### src/rtl/jse_pkg.sv
// ----------------------------------------------------------------------------
// JSON string escaper package
// Shared types, character constants and helper functions.
// ----------------------------------------------------------------------------
package jse_pkg;

  // How one accepted item is to be expanded by the back end.
  typedef enum logic [1:0] {
    K_PLAIN,
    K_SHORT,
    K_UNICODE,
    K_END
  } kind_e;

  // Classified item as it travels through the queue. The code holds the
  // plain byte, the escape letter, or the raw control byte.
  typedef struct packed {
    kind_e      kind;
    logic [7:0] code;
  } entry_t;

  localparam logic [1:0] ST_OK      = 2'd0;
  localparam logic [1:0] ST_NO_ROOM = 2'd1;
  localparam logic [1:0] ST_INVALID = 2'd2;

  localparam logic [15:0] CAP_RESET = 16'd256;

  localparam logic [7:0] CH_QUOTE = 8'h22;
  localparam logic [7:0] CH_BSL   = 8'h5c;
  localparam logic [7:0] CH_U     = 8'h75;
  localparam logic [7:0] CH_ZERO  = 8'h30;
  localparam logic [7:0] CH_B     = 8'h62;
  localparam logic [7:0] CH_F     = 8'h66;
  localparam logic [7:0] CH_N     = 8'h6e;
  localparam logic [7:0] CH_R     = 8'h72;
  localparam logic [7:0] CH_T     = 8'h74;

  localparam logic [7:0] BYTE_BS  = 8'h08;
  localparam logic [7:0] BYTE_TAB = 8'h09;
  localparam logic [7:0] BYTE_LF  = 8'h0a;
  localparam logic [7:0] BYTE_FF  = 8'h0c;
  localparam logic [7:0] BYTE_CR  = 8'h0d;
  localparam logic [7:0] CTRL_LIM = 8'h20;

  localparam int unsigned STEP_W = 3;

  // Lowercase hex digit for one nibble.
  function automatic logic [7:0] hex_char(input logic [3:0] nib);
    logic [7:0] wide;
    wide = {4'b0000, nib};
    if (nib < 4'd10) begin
      hex_char = CH_ZERO + wide;
    end else begin
      hex_char = 8'h57 + wide;
    end
  endfunction

  // Index of the final body character of an entry.
  function automatic logic [STEP_W-1:0] last_step(input kind_e kind);
    case (kind)
      K_SHORT:   last_step = STEP_W'(1);
      K_UNICODE: last_step = STEP_W'(5);
      default:   last_step = STEP_W'(0);
    endcase
  endfunction

  // Body character of an entry at a given step.
  function automatic logic [7:0] body_char(input entry_t ent, input logic [STEP_W-1:0] step);
    logic [7:0] ch;
    ch = ent.code;
    case (ent.kind)
      K_SHORT: begin
        ch = (step == STEP_W'(0)) ? CH_BSL : ent.code;
      end
      K_UNICODE: begin
        case (step)
          STEP_W'(0): ch = CH_BSL;
          STEP_W'(1): ch = CH_U;
          STEP_W'(2): ch = CH_ZERO;
          STEP_W'(3): ch = CH_ZERO;
          STEP_W'(4): ch = hex_char(ent.code[7:4]);
          default:    ch = hex_char(ent.code[3:0]);
        endcase
      end
      K_END:   ch = CH_QUOTE;
      default: ch = ent.code;
    endcase
    body_char = ch;
  endfunction

endpackage

### src/rtl/jse_in_if.sv
// ----------------------------------------------------------------------------
// JSON string escaper input channel
// Valid/ready channel carrying one string byte or an end marker.
// ----------------------------------------------------------------------------
interface jse_in_if;
  logic       valid;
  logic       ready;
  logic       op;
  logic [7:0] data_byte;

  modport source (output valid, output op, output data_byte, input ready);
  modport sink   (input valid, input op, input data_byte, output ready);
endinterface

### src/rtl/jse_out_if.sv
// ----------------------------------------------------------------------------
// JSON string escaper output channel
// Valid/ready channel carrying one output character with status.
// ----------------------------------------------------------------------------
interface jse_out_if;
  logic       valid;
  logic       ready;
  logic [7:0] out_char;
  logic [1:0] status;
  logic       last;

  modport source (output valid, output out_char, output status, output last, input ready);
  modport sink   (input valid, input out_char, input status, input last, output ready);
endinterface

### src/rtl/jse_front.sv
// ----------------------------------------------------------------------------
// JSON string escaper front end
// Accepts input transfers and classifies each byte by its escape form.
// ----------------------------------------------------------------------------
module jse_front
  import jse_pkg::*;
(
  jse_in_if.sink in_i,
  input  logic   full_i,
  output logic   push_o,
  output entry_t entry_o
);

  assign in_i.ready = !full_i;
  assign push_o     = in_i.valid && !full_i;

  always_comb begin
    entry_o.kind = K_PLAIN;
    entry_o.code = in_i.data_byte;
    if (in_i.op) begin
      entry_o.kind = K_END;
      entry_o.code = CH_QUOTE;
    end else begin
      case (in_i.data_byte)
        CH_QUOTE: entry_o.kind = K_SHORT;
        CH_BSL:   entry_o.kind = K_SHORT;
        BYTE_BS: begin
          entry_o.kind = K_SHORT;
          entry_o.code = CH_B;
        end
        BYTE_FF: begin
          entry_o.kind = K_SHORT;
          entry_o.code = CH_F;
        end
        BYTE_LF: begin
          entry_o.kind = K_SHORT;
          entry_o.code = CH_N;
        end
        BYTE_CR: begin
          entry_o.kind = K_SHORT;
          entry_o.code = CH_R;
        end
        BYTE_TAB: begin
          entry_o.kind = K_SHORT;
          entry_o.code = CH_T;
        end
        default: begin
          if (in_i.data_byte < CTRL_LIM) begin
            entry_o.kind = K_UNICODE;
          end
        end
      endcase
    end
  end

endmodule

### src/rtl/jse_queue.sv
// ----------------------------------------------------------------------------
// JSON string escaper queue
// Two-entry queue of classified items between front end and back end.
// ----------------------------------------------------------------------------
module jse_queue
  import jse_pkg::*;
(
  input  logic   clk_i,
  input  logic   rst_ni,
  input  logic   push_i,
  input  entry_t entry_i,
  output logic   full_o,
  input  logic   pop_i,
  output logic   head_vld_o,
  output entry_t head_o
);

  entry_t     slot_q [2];
  logic       wr_ptr_q, wr_ptr_d;
  logic       rd_ptr_q, rd_ptr_d;
  logic [1:0] count_q, count_d;

  assign full_o     = (count_q == 2'd2);
  assign head_vld_o = (count_q != 2'd0);
  assign head_o     = slot_q[rd_ptr_q];

  always_comb begin
    wr_ptr_d = wr_ptr_q;
    rd_ptr_d = rd_ptr_q;
    count_d  = count_q;
    if (push_i) begin
      wr_ptr_d = !wr_ptr_q;
    end
    if (pop_i) begin
      rd_ptr_d = !rd_ptr_q;
    end
    if (push_i && !pop_i) begin
      count_d = count_q + 2'd1;
    end else if (!push_i && pop_i) begin
      count_d = count_q - 2'd1;
    end
  end

  always_ff @(posedge clk_i or negedge rst_ni) begin
    if (!rst_ni) begin
      wr_ptr_q <= 1'b0;
      rd_ptr_q <= 1'b0;
      count_q  <= 2'd0;
    end else begin
      wr_ptr_q <= wr_ptr_d;
      rd_ptr_q <= rd_ptr_d;
      count_q  <= count_d;
    end
  end

  always_ff @(posedge clk_i) begin
    if (push_i) begin
      slot_q[wr_ptr_q] <= entry_i;
    end
  end

endmodule

### src/rtl/jse_back.sv
// ----------------------------------------------------------------------------
// JSON string escaper back end
// Expands queued items into output characters, one per cycle while out_o
// is ready, and keeps the per-string count and error state.
// ----------------------------------------------------------------------------
module jse_back
  import jse_pkg::*;
(
  input  logic        clk_i,
  input  logic        rst_ni,
  input  logic [15:0] capacity_i,
  input  logic        head_vld_i,
  input  entry_t      head_i,
  output logic        pop_o,
  jse_out_if.source   out_o
);

  logic              started_q, started_d;
  logic              failed_q, failed_d;
  logic [15:0]       used_q, used_d;
  logic [STEP_W-1:0] step_q, step_d;

  logic              out_vld_q, out_vld_d;
  logic [7:0]        out_char_q;
  logic [1:0]        out_stat_q;
  logic              out_last_q;

  logic              emit, want_pop, go, out_free, is_end, room, opening;
  logic [7:0]        e_char, put_char;
  logic [1:0]        e_stat;
  logic              e_last;

  assign out_o.valid    = out_vld_q;
  assign out_o.out_char = out_char_q;
  assign out_o.status   = out_stat_q;
  assign out_o.last     = out_last_q;

  assign out_free = !out_vld_q || out_o.ready;
  assign is_end   = (head_i.kind == K_END);
  assign room     = ({1'b0, used_q} + 17'd1) < {1'b0, capacity_i};
  assign opening  = !started_q;
  assign put_char = opening ? CH_QUOTE : body_char(head_i, step_q);

  always_comb begin
    emit      = 1'b0;
    want_pop  = 1'b0;
    e_char    = 8'h00;
    e_stat    = ST_OK;
    e_last    = 1'b0;
    started_d = started_q;
    failed_d  = failed_q;
    used_d    = used_q;
    step_d    = step_q;

    if (head_vld_i) begin
      if (failed_q) begin
        want_pop = 1'b1;
      end else if (capacity_i == 16'd0) begin
        emit      = 1'b1;
        e_stat    = ST_INVALID;
        e_last    = 1'b1;
        want_pop  = 1'b1;
        failed_d  = 1'b1;
        started_d = 1'b1;
      end else if (!room) begin
        // Out of room: one error result, the rest of the item is dropped.
        emit     = 1'b1;
        e_stat   = ST_NO_ROOM;
        e_last   = 1'b1;
        failed_d = 1'b1;
        want_pop = !opening;
        step_d   = '0;
      end else begin
        emit   = 1'b1;
        e_char = put_char;
        used_d = used_q + 16'd1;
        if (opening) begin
          started_d = 1'b1;
        end else if (is_end) begin
          e_last   = 1'b1;
          want_pop = 1'b1;
        end else if (step_q == last_step(head_i.kind)) begin
          want_pop = 1'b1;
          step_d   = '0;
        end else begin
          step_d = step_q + STEP_W'(1);
        end
      end
      // An end marker that finishes always starts the next string fresh.
      if (is_end && want_pop) begin
        started_d = 1'b0;
        failed_d  = 1'b0;
        used_d    = 16'd0;
        step_d    = '0;
      end
    end

    go        = head_vld_i && (out_free || !emit);
    pop_o     = go && want_pop;
    out_vld_d = out_vld_q && !out_o.ready;
    if (go && emit) begin
      out_vld_d = 1'b1;
    end
  end

  always_ff @(posedge clk_i or negedge rst_ni) begin
    if (!rst_ni) begin
      started_q <= 1'b0;
      failed_q  <= 1'b0;
      used_q    <= 16'd0;
      step_q    <= '0;
      out_vld_q <= 1'b0;
    end else begin
      out_vld_q <= out_vld_d;
      if (go) begin
        started_q <= started_d;
        failed_q  <= failed_d;
        used_q    <= used_d;
        step_q    <= step_d;
      end
    end
  end

  always_ff @(posedge clk_i) begin
    if (go && emit) begin
      out_char_q <= e_char;
      out_stat_q <= e_stat;
      out_last_q <= e_last;
    end
  end

endmodule

### src/rtl/json_string_escaper_unit.sv
// ----------------------------------------------------------------------------
// JSON string escaper
// Turns a byte stream with end markers into its quoted, escaped JSON form.
// ----------------------------------------------------------------------------
//
//   Channel   Direction  Payload                      Handshake
//   in_i      sink       op, data_byte                valid/ready
//   out_o     source     out_char, status, last       valid/ready
//   cfg       write      cfg_data_i (capacity)        cfg_we_i, no wait
//
// Plain bytes inside a string flow at one transfer per cycle while out_o
// accepts; the back end sequencer emits one character per cycle unless
// out_o stalls. It opens each string with a quote, expands escapes to a
// backslash and letter or to \u00XX, closes the string with a quote on an
// end marker and emits nothing for a dropped byte. Reset is asynchronous
// and active low; it clears the string state and loads capacity with 256.
// A two-entry queue lets the input keep accepting while out_o stalls.
//
module json_string_escaper_unit
  import jse_pkg::*;
(
  input  logic        clk_i,
  input  logic        rst_ni,
  input  logic        cfg_we_i,
  input  logic [15:0] cfg_data_i,
  jse_in_if.sink      in_i,
  jse_out_if.source   out_o
);

  // Capacity is read at every item, so a new value applies at once.
  logic [15:0] capacity_q;

  always_ff @(posedge clk_i or negedge rst_ni) begin
    if (!rst_ni) begin
      capacity_q <= CAP_RESET;
    end else if (cfg_we_i) begin
      capacity_q <= cfg_data_i;
    end
  end

  // Front end: classifies each accepted byte by the escape it needs.
  logic   push, full;
  entry_t push_entry;

  jse_front u_front (
    .in_i    (in_i),
    .full_i  (full),
    .push_o  (push),
    .entry_o (push_entry)
  );

  // Queue decouples acceptance from expansion.
  logic   pop, head_vld;
  entry_t head;

  jse_queue u_queue (
    .clk_i      (clk_i),
    .rst_ni     (rst_ni),
    .push_i     (push),
    .entry_i    (push_entry),
    .full_o     (full),
    .pop_i      (pop),
    .head_vld_o (head_vld),
    .head_o     (head)
  );

  // Back end: holds started, count and failure state and drives the
  // output register, one character per transfer.
  jse_back u_back (
    .clk_i      (clk_i),
    .rst_ni     (rst_ni),
    .capacity_i (capacity_q),
    .head_vld_i (head_vld),
    .head_i     (head),
    .pop_o      (pop),
    .out_o      (out_o)
  );

endmodule
### src/flat_wrapper.sv
// flat-port wrapper written by rule: the top's interface ports become plain ports
module json_string_escaper_unit_flat import jse_pkg::*;
  (clk_i, rst_ni, cfg_we_i, cfg_data_i, in_i_valid, in_i_op, in_i_data_byte, in_i_ready, out_o_valid, out_o_out_char, out_o_status, out_o_last, out_o_ready);
  jse_in_if in_i_i ();
  jse_out_if out_o_i ();
  input  logic clk_i;
  input  logic rst_ni;
  input  logic cfg_we_i;
  input  logic [15:0] cfg_data_i;
  input wire logic [$bits(in_i_i.valid)-1:0] in_i_valid;
  input wire logic [$bits(in_i_i.op)-1:0] in_i_op;
  input wire logic [$bits(in_i_i.data_byte)-1:0] in_i_data_byte;
  output wire logic [$bits(in_i_i.ready)-1:0] in_i_ready;
  output wire logic [$bits(out_o_i.valid)-1:0] out_o_valid;
  output wire logic [$bits(out_o_i.out_char)-1:0] out_o_out_char;
  output wire logic [$bits(out_o_i.status)-1:0] out_o_status;
  output wire logic [$bits(out_o_i.last)-1:0] out_o_last;
  input wire logic [$bits(out_o_i.ready)-1:0] out_o_ready;
  assign in_i_i.valid = in_i_valid;
  assign in_i_i.op = in_i_op;
  assign in_i_i.data_byte = in_i_data_byte;
  assign in_i_ready = in_i_i.ready;
  assign out_o_valid = out_o_i.valid;
  assign out_o_out_char = out_o_i.out_char;
  assign out_o_status = out_o_i.status;
  assign out_o_last = out_o_i.last;
  assign out_o_i.ready = out_o_ready;
  json_string_escaper_unit u_core (.clk_i(clk_i), .rst_ni(rst_ni), .cfg_we_i(cfg_we_i), .cfg_data_i(cfg_data_i), .in_i(in_i_i), .out_o(out_o_i));
endmodule
### config.mk
export PLATFORM = sky130hd
export DESIGN_NAME = json_string_escaper_unit_flat
export DESIGN_NICKNAME = d
export VERILOG_FILES = /design/src/rtl/jse_pkg.sv /design/src/rtl/jse_in_if.sv /design/src/rtl/jse_out_if.sv /design/src/rtl/jse_front.sv /design/src/rtl/jse_queue.sv /design/src/rtl/jse_back.sv /design/src/rtl/json_string_escaper_unit.sv /design/src/flat_wrapper.sv
export SDC_FILE = /design/constraint.sdc
export NUM_CORES = 1
export LEC_CHECK = 0
export ABC_AREA = 1
export BUFFER_PORTS_ARGS = -buffer_cell sky130_fd_sc_hd__buf_2
export CAP_MARGIN = 20
export CORE_MARGIN = 2
export CORE_UTILIZATION = 35
export DETAILED_ROUTE_END_ITERATION = 10
export PLACE_DENSITY = 0.6
export SYNTH_ARGS = -nofsm -noshare
export SYNTH_HDL_FRONTEND = slang
export SYNTH_SLANG_ARGS = --single-unit
### constraint.sdc
create_clock -name clk_i -period 6.4 [get_ports clk_i]
set_input_delay 0.32 -clock clk_i [delete_from_list [all_inputs] [get_ports clk_i]]
set_output_delay 0.32 -clock clk_i [all_outputs]
set_load 0.02 [all_outputs]
# Yosys cells after proc, flatten, opt, wreduce, memory -nomap -nowiden

Memories as Yosys holds them, arrays and structs flattened.
Index checks and enable logic that the tools add are counted.

Register bits: 53
RAM bits: 20
Bits of input ports: 30
Memories: 1

Memory list:

| name                  | depth | bits a word | rd ports | clocked after memory_dff | wr ports | line            | RTL |
|---|---|---|---|---|---|---|---|
| u_core.u_queue.slot_q | 2     | 10          | 1        | 0                        | 1        | jse_queue.sv:18 | `entry_t slot_q [2];` |

$add $sub $neg: 9
$lt $le $gt $ge: 4
Equal/unequal tests: 20
Multiplexer cells: 57
Bitwise operators: 3
Reduce and logical (&&, ||, !) cells: 34

Operator list:

| cell                                                                 | count |
|---|---|
| 16-bit two-way mux                                                   | 4 |
| 8-bit by 4-bit == test with 1-bit output, second input constant      | 5 |
| 8-bit case mux with 5 select lines                                   | 1 |
| 3-bit two-way mux                                                    | 13 |
| 8-bit case mux with 4 select lines                                   | 1 |
| 1-bit two-way mux                                                    | 26 |
| 8-bit two-way mux                                                    | 3 |
| 8-bit case mux with 3 select lines                                   | 1 |
| 16-bit by 1-bit adder with 17-bit output, second input constant      | 1 |
| 17-bit by 16-bit < comparator with 1-bit output                      | 1 |
| 16-bit by 1-bit adder with 16-bit output, second input constant      | 1 |
| 7-bit by 4-bit adder with 8-bit output, first input constant         | 2 |
| 16-bit zero test                                                     | 1 |
| 6-bit by 4-bit adder with 7-bit output, first input constant         | 2 |
| 10-bit two-way mux                                                   | 1 |
| 2-bit two-way mux                                                    | 5 |
| 8-bit by 6-bit == test with 1-bit output, second input constant      | 1 |
| 8-bit by 7-bit == test with 1-bit output, second input constant      | 1 |
| 1-bit logical AND                                                    | 8 |
| 1-bit zero test                                                      | 8 |
| 4-bit < comparator, second input constant                            | 2 |
| 8-bit by 6-bit < comparator with 1-bit output, second input constant | 1 |
| 7-bit OR reduction                                                   | 1 |
| 2-bit == test, second input constant                                 | 3 |
| 25 further kinds                                                     | 34 |

# Logic depth before layout (Yosys ltp)

An unclocked memory read counts as a cell.

Depth in word-level cells: 22
Gate-level depth with buffers: 22
Depth with buffers taken out: 21

# By module

A second synthesis with hierarchy kept.

Cells, all modules: 644
Area, all modules: 4916.0 sq um

By module, submodules not included:

| module                   | times used | cells an instance | area an instance (sq um) | sequential area each (sq um) |
|---|---|---|---|---|
| jse_back                 | 1          | 446               | 2975.4                   | 880.8 |
| jse_queue                | 1          | 56                | 964.7                    | 700.7 |
| json_string_escaper_unit | 1          | 68                | 645.6                    | 401.6 |
| jse_front                | 1          | 74                | 330.3                    | 0.0 |

# Least setup slack after synthesis

OpenSTA, ideal clock, no wires.

Kind: reg-to-reg
From: reg u_core.u_back.used_q[0]
To: reg u_core.u_queue.count_q[1]
Library setup time: 0.124 ns
Arrival time: 2.798 ns
Data required time: 6.276 ns
Slack: 3.478 ns
Stages on the path, launching flop included: 21
Buffers on the path: 0
Clock period less this slack: 2.922 ns
Cells stage by stage: dfrtp_1 ha_1 nand2_1 nor2_4 inv_1 nor2_1 nand4_1 nand2_1 inv_1 ha_1 a21oi_1 nor2_1 nor2_1 nand2_1 nor2_1 nand4_1 nand3_1 ha_1 a21oi_1 o21ai_0 xnor2_1

Longest elaborated chain between the ends: 11

Ends and longest elaborated chain:

| element                                                        | line            | RTL |
|---|---|---|
| start: declaration                                             | jse_back.sv:20  | `logic [15:0] used_q, used_d;` |
| start signal: assignment                                       | jse_back.sv:118 | `used_q <= used_d;` |
| 16-bit by 1-bit adder with 17-bit output *                     | jse_back.sv:40  | `assign room = ({1'b0, used_q} + 17'd1) < {1'b0, capacity_i};` |
| 17-bit by 16-bit < comparator with 1-bit output *              | jse_back.sv:40  |  |
| 1-bit two-way mux *                                            | jse_back.sv:65  | `end else if (!room) begin` |
| 1-bit two-way mux *                                            | jse_back.sv:58  | `end else if (capacity_i == 16'd0) begin` |
| 1-bit two-way mux *                                            | jse_back.sv:56  | `if (failed_q) begin` |
| 1-bit two-way mux * (2 in series)                              | jse_back.sv:55  | `if (head_vld_i) begin` |
| 1-bit logical AND *                                            | jse_back.sv:99  | `pop_o = go && want_pop;` |
| 1-bit zero test                                                | jse_queue.sv:37 | `if (push_i && !pop_i) begin` |
| 1-bit logical AND                                              | jse_queue.sv:37 |  |
| 2-bit two-way mux / 2-bit nonzero test (equally long branches) | --              |  |
| end signal: assignment                                         | jse_queue.sv:52 | `count_q <= count_d;` |
| end: declaration                                               | jse_queue.sv:21 | `logic [1:0] count_q, count_d;` |

Every way passes the cells marked *; elsewhere a longest branch is shown, timed or not. The select of a mux whose other input is x is not followed.
A chain may end at the register's enable or synchronous reset.

# Worst setup path after layout

Same ends and word-level chain as after synthesis.

==> results.md <==
* Status: completed
* WP data arrival at 3.76 ns
* Post-synthesis instance area at 4690 um2
* Core Region at 13200 um2
* Synthesized area per cell at 7.63 um2
* Crit path required time at 6.62 ns
* Post-route DRC at 0
* Worst hold slack at 0.184 ns
* Synthesis-stage register bit count at 73
* Max Buffers Root-to-Sink at 2
* Postcts setup bufs at 0
* Die H at 120 um
* Kind of critical path: reg2reg
* Final setup TNS at 0 ns
* Crit start category: flop
* DR vias/cell at 4.73
* Netlist cell types at 35
* Largest family of logic cells by synthesized area: simple AND/OR/NAND/NOR gates
* Worst Skew at 0.00617 ns
* Vias in the first global route at 3834
* Hold Crit Class: in2reg
* Final GP Congestion at 0.859
* Post-Synthesis Cells at 615
* Area Growth Syn to Fin at 15.7%
* CTS tree: built
* Pin count of the biggest net entering global routing at 43
* Peak supply drop at 0.000170 V
* Sink Count at 73
* Syn nets at 673
* Fmax achieved at 283 MHz
* First-pass GRT wire length at 18100 um
* Slew Limit Fails at 0
* Worst rel slew slack at 39.2%
* Final WL at 10600 um
* DRT antenna net count at 0
* Die area at 14300 um2
* Post-DP HPWL at 8250 um
* Initial antenna violation count at 0
* CTS Hold Bufs at 0
* Post_cts resized at 0
* Crit Path Max Fanout at 5
* Clock root buffer: clkbuf_16
* Most frequent CP cell: nand2_1
* Vias at 3977
* Adder-Cell Fraction of Synth Area at 7.47%
* FP Rows at 42
* Worst path cell trace: ha_1 -> nand2_1 -> nor2_4 -> nand2_1 -> nor3_1 -> xor2_1 -> ha_1 -> nand2_1 -> nand2_1 -> nand3_1 -> a21boi_0 -> nor2_1 -> nand4_1 -> nand3_1 -> ha_1 -> a21oi_1 -> o21ai_0 -> xnor2_1
* Sequential area share after synthesis at 42.3%
* Initial DRC count at 208
* Pwr dens at 402 nW/um2
* Largest cells by area after synthesis: dfrtp_1 (22%), edfxtp_1 (20%), nand2_1 (12%)
* Share of cells above drive strength 1 at 13.4%
* Diode count at 0
* Critical path capture point type: flop
* RSZ-0062 raised after global routing: false
* Multiplexer share of the synthesized area at 0%
* Slowest CP cell: dfrtp_1
* Top-area cell type share of the netlist area at 21.9%
* Ports at 43
* Final-layout fill cell count at 1325
* Cell taking the most area after synthesis: dfrtp_1
* Initial Util at 35.6%
* # setup viols final at 0
* Max Cap Viol at 0
* Fin crit share at 55.2%
* Drt pass-1 iters at 4
* Num CTS Buffers at 9
* Total track usage at 15.6%
* Remaining Overflow, GRT at 0
* WL per Instance at 12.6 um
* Total power at 0.00218 W
* Die width at 120 um
* Fin nets at 718
* Post-Synth Simple-Gate Area at 30.3%
* Tmin final at 3.53 ns
* Least-Margin Pin Slew at 0.909 ns
* Synth Area in Compound Gates at 8.43%
* Synth warn at 0
* Clock latency on the worst-skew pair at 0.34 ns
* Fin. Hold Viols at 0
* P_leak at 2.75 nW
* Clk pin slew, worst setup/hold paths at 0.06 ns
* Slowest cell delay on critical path at 0.44 ns
* PortBufs at 42
* Htree depth at 3
* Post-synthesis xor/xnor area fraction at 2.24%
[sequential cells by signal, summed over array words and instances, names as in the netlist]
register                      count
u_core.capacity_q                16
u_core.u_back.failed_q            1
u_core.u_back.out_o.last          1
u_core.u_back.out_o.out_char      8
u_core.u_back.out_o.status        2
u_core.u_back.out_o.valid         1
u_core.u_back.started_q           1
u_core.u_back.step_q              3
u_core.u_back.used_q             16
u_core.u_queue.count_q            2
u_core.u_queue.rd_ptr_q           1
u_core.u_queue.slot_q            20
u_core.u_queue.wr_ptr_q           1
[final timing paths]
| kind | startpoint | slack (ns) | cells past startpoint | to |
|---|---|---|---|---|
| max | u_core.u_back.used_q[0]$_DFFE_PN0P_ | 2.87 | 18 | u_core.u_queue.count_q[1]$_DFFE_PN0P_ |
| min | cfg_data_i[7] | 0.18 | 3 | u_core.capacity_q[7]$_DFFE_PN0P_ |
| max reg2reg | u_core.u_back.used_q[0]$_DFFE_PN0P_ | 2.87 | 18 | u_core.u_queue.count_q[1]$_DFFE_PN0P_ |
| min reg2reg | u_core.u_queue.count_q[0]$_DFFE_PN0P_ | 0.50 | 1 | u_core.u_queue.count_q[0]$_DFFE_PN0P_ |
| max in group asynchronous | rst_ni | 5.47 | 3 | u_core.u_back.used_q[9]$_DFFE_PN0P_ |
| min in group asynchronous | rst_ni | 0.45 | 2 | u_core.capacity_q[12]$_DFFE_PN0P_ |
[worst max-delay path: cells and delay by family (launching register included)]
kind | cells | cell delay (ns)
flops | 1 | 0.44
fa+ha+maj | 3 | 0.80
xor+xnor | 2 | 0.48
compound gates | 3 | 0.33
simple gates | 10 | 1.36
[cell usage after synthesis, drive strengths merged]
| master | instances |
|---|---|
| clkbuf | 3 |
| nor4 | 2 |
| a21boi | 2 |
| ha | 28 |
| a211oi | 1 |
| dfrtp | 41 |
| inv | 100 |
| edfxtp | 31 |
| a31oi | 3 |
| xor2 | 9 |
| dfstp | 1 |
| nand3 | 51 |
| nand4 | 11 |
| nor3b | 1 |
| a21oi | 24 |
| or2 | 7 |
| o21bai | 1 |
| nor3 | 11 |
| nand3b | 3 |
| xnor2 | 3 |
| a21o | 1 |
| o2111ai | 1 |
| o21ai | 42 |
| nand2 | 166 |
| buf | 7 |
| nor2 | 65 |
[layer usage]
metal  up-vias  share of wire [%]  GRT usage, %
li1       2073                  -             -
met1      1829                 50          22.0
met2        66                 44          24.5
met3         9                4.4          2.66
met4         0                1.3          5.07
met5         -                  0             0
[through the flow]
| stage | setup WS (ns) | instance area, um2 | util, % | std cells |
|---|---|---|---|---|
| 3_5_place_dp | 2.88 | 5060 | 38.4 | 823 |
| 6_report | 2.87 | 5430 | 41.1 | 841 |
| 3_3_place_gp | 2.93 | 5060 | 38.4 | 823 |
| 2_1_floorplan | 3.48 | 4690 | - | 615 |
| 4_1_cts | 2.87 | 5400 | 40.9 | 839 |
| 5_1_grt | 2.54 | 5430 | 41.1 | 841 |
[power breakdown]
group	switching (W)	leakage, nW	internal (W)
clock	0.000194	0.162	0.000379
combinational	0.000634	1.76	0.000288
sequential	0.0000553	0.826	0.000629
[logic make-up (layout without fill, tap and decap cells)]
group | Yosys count | in the layout
XOR/XNOR | 12 | 12
AO/OA/AOI/OAI | 75 | 75
flip-flops | 73 | 73
buffers and inverters | 110 | 160
adder cells (fa/ha/maj) | 28 | 28
AND/OR/NAND/NOR | 317 | 317
[layout make-up]
class / count / area, um2 / share of cell area (%)
clock inverter: 6 / 108 / 1.98
clock buffer: 10 / 229 / 4.22
multi-input combinational: 432 / 2270 / 41.9
tap: 176 / 220 / 4.06
inverter: 100 / 375 / 6.92
timing repair buffer: 44 / 240 / 4.43
sequential: 73 / 1980 / 36.5
[placed cells by master (no fill, tap or decap), drive strengths merged, types with 2 or more instances in the layout]
| cell type | instances |
|---|---|
| nand3b | 3 |
| bufinv | 3 |
| xor2 | 9 |
| nand3 | 51 |
| clkbuf | 10 |
| nor3 | 11 |
| a21boi | 2 |
| o21ai | 42 |
| nor4 | 2 |
| a31oi | 3 |
| inv | 100 |
| clkinv | 2 |
| ha | 28 |
| dfrtp | 41 |
| a21oi | 24 |
| nand4 | 11 |
| xnor2 | 3 |
| buf | 43 |
| or2 | 7 |
| nand2 | 166 |
| edfxtp | 31 |
| nor2 | 65 |
(Power assumes the default switching activity.)
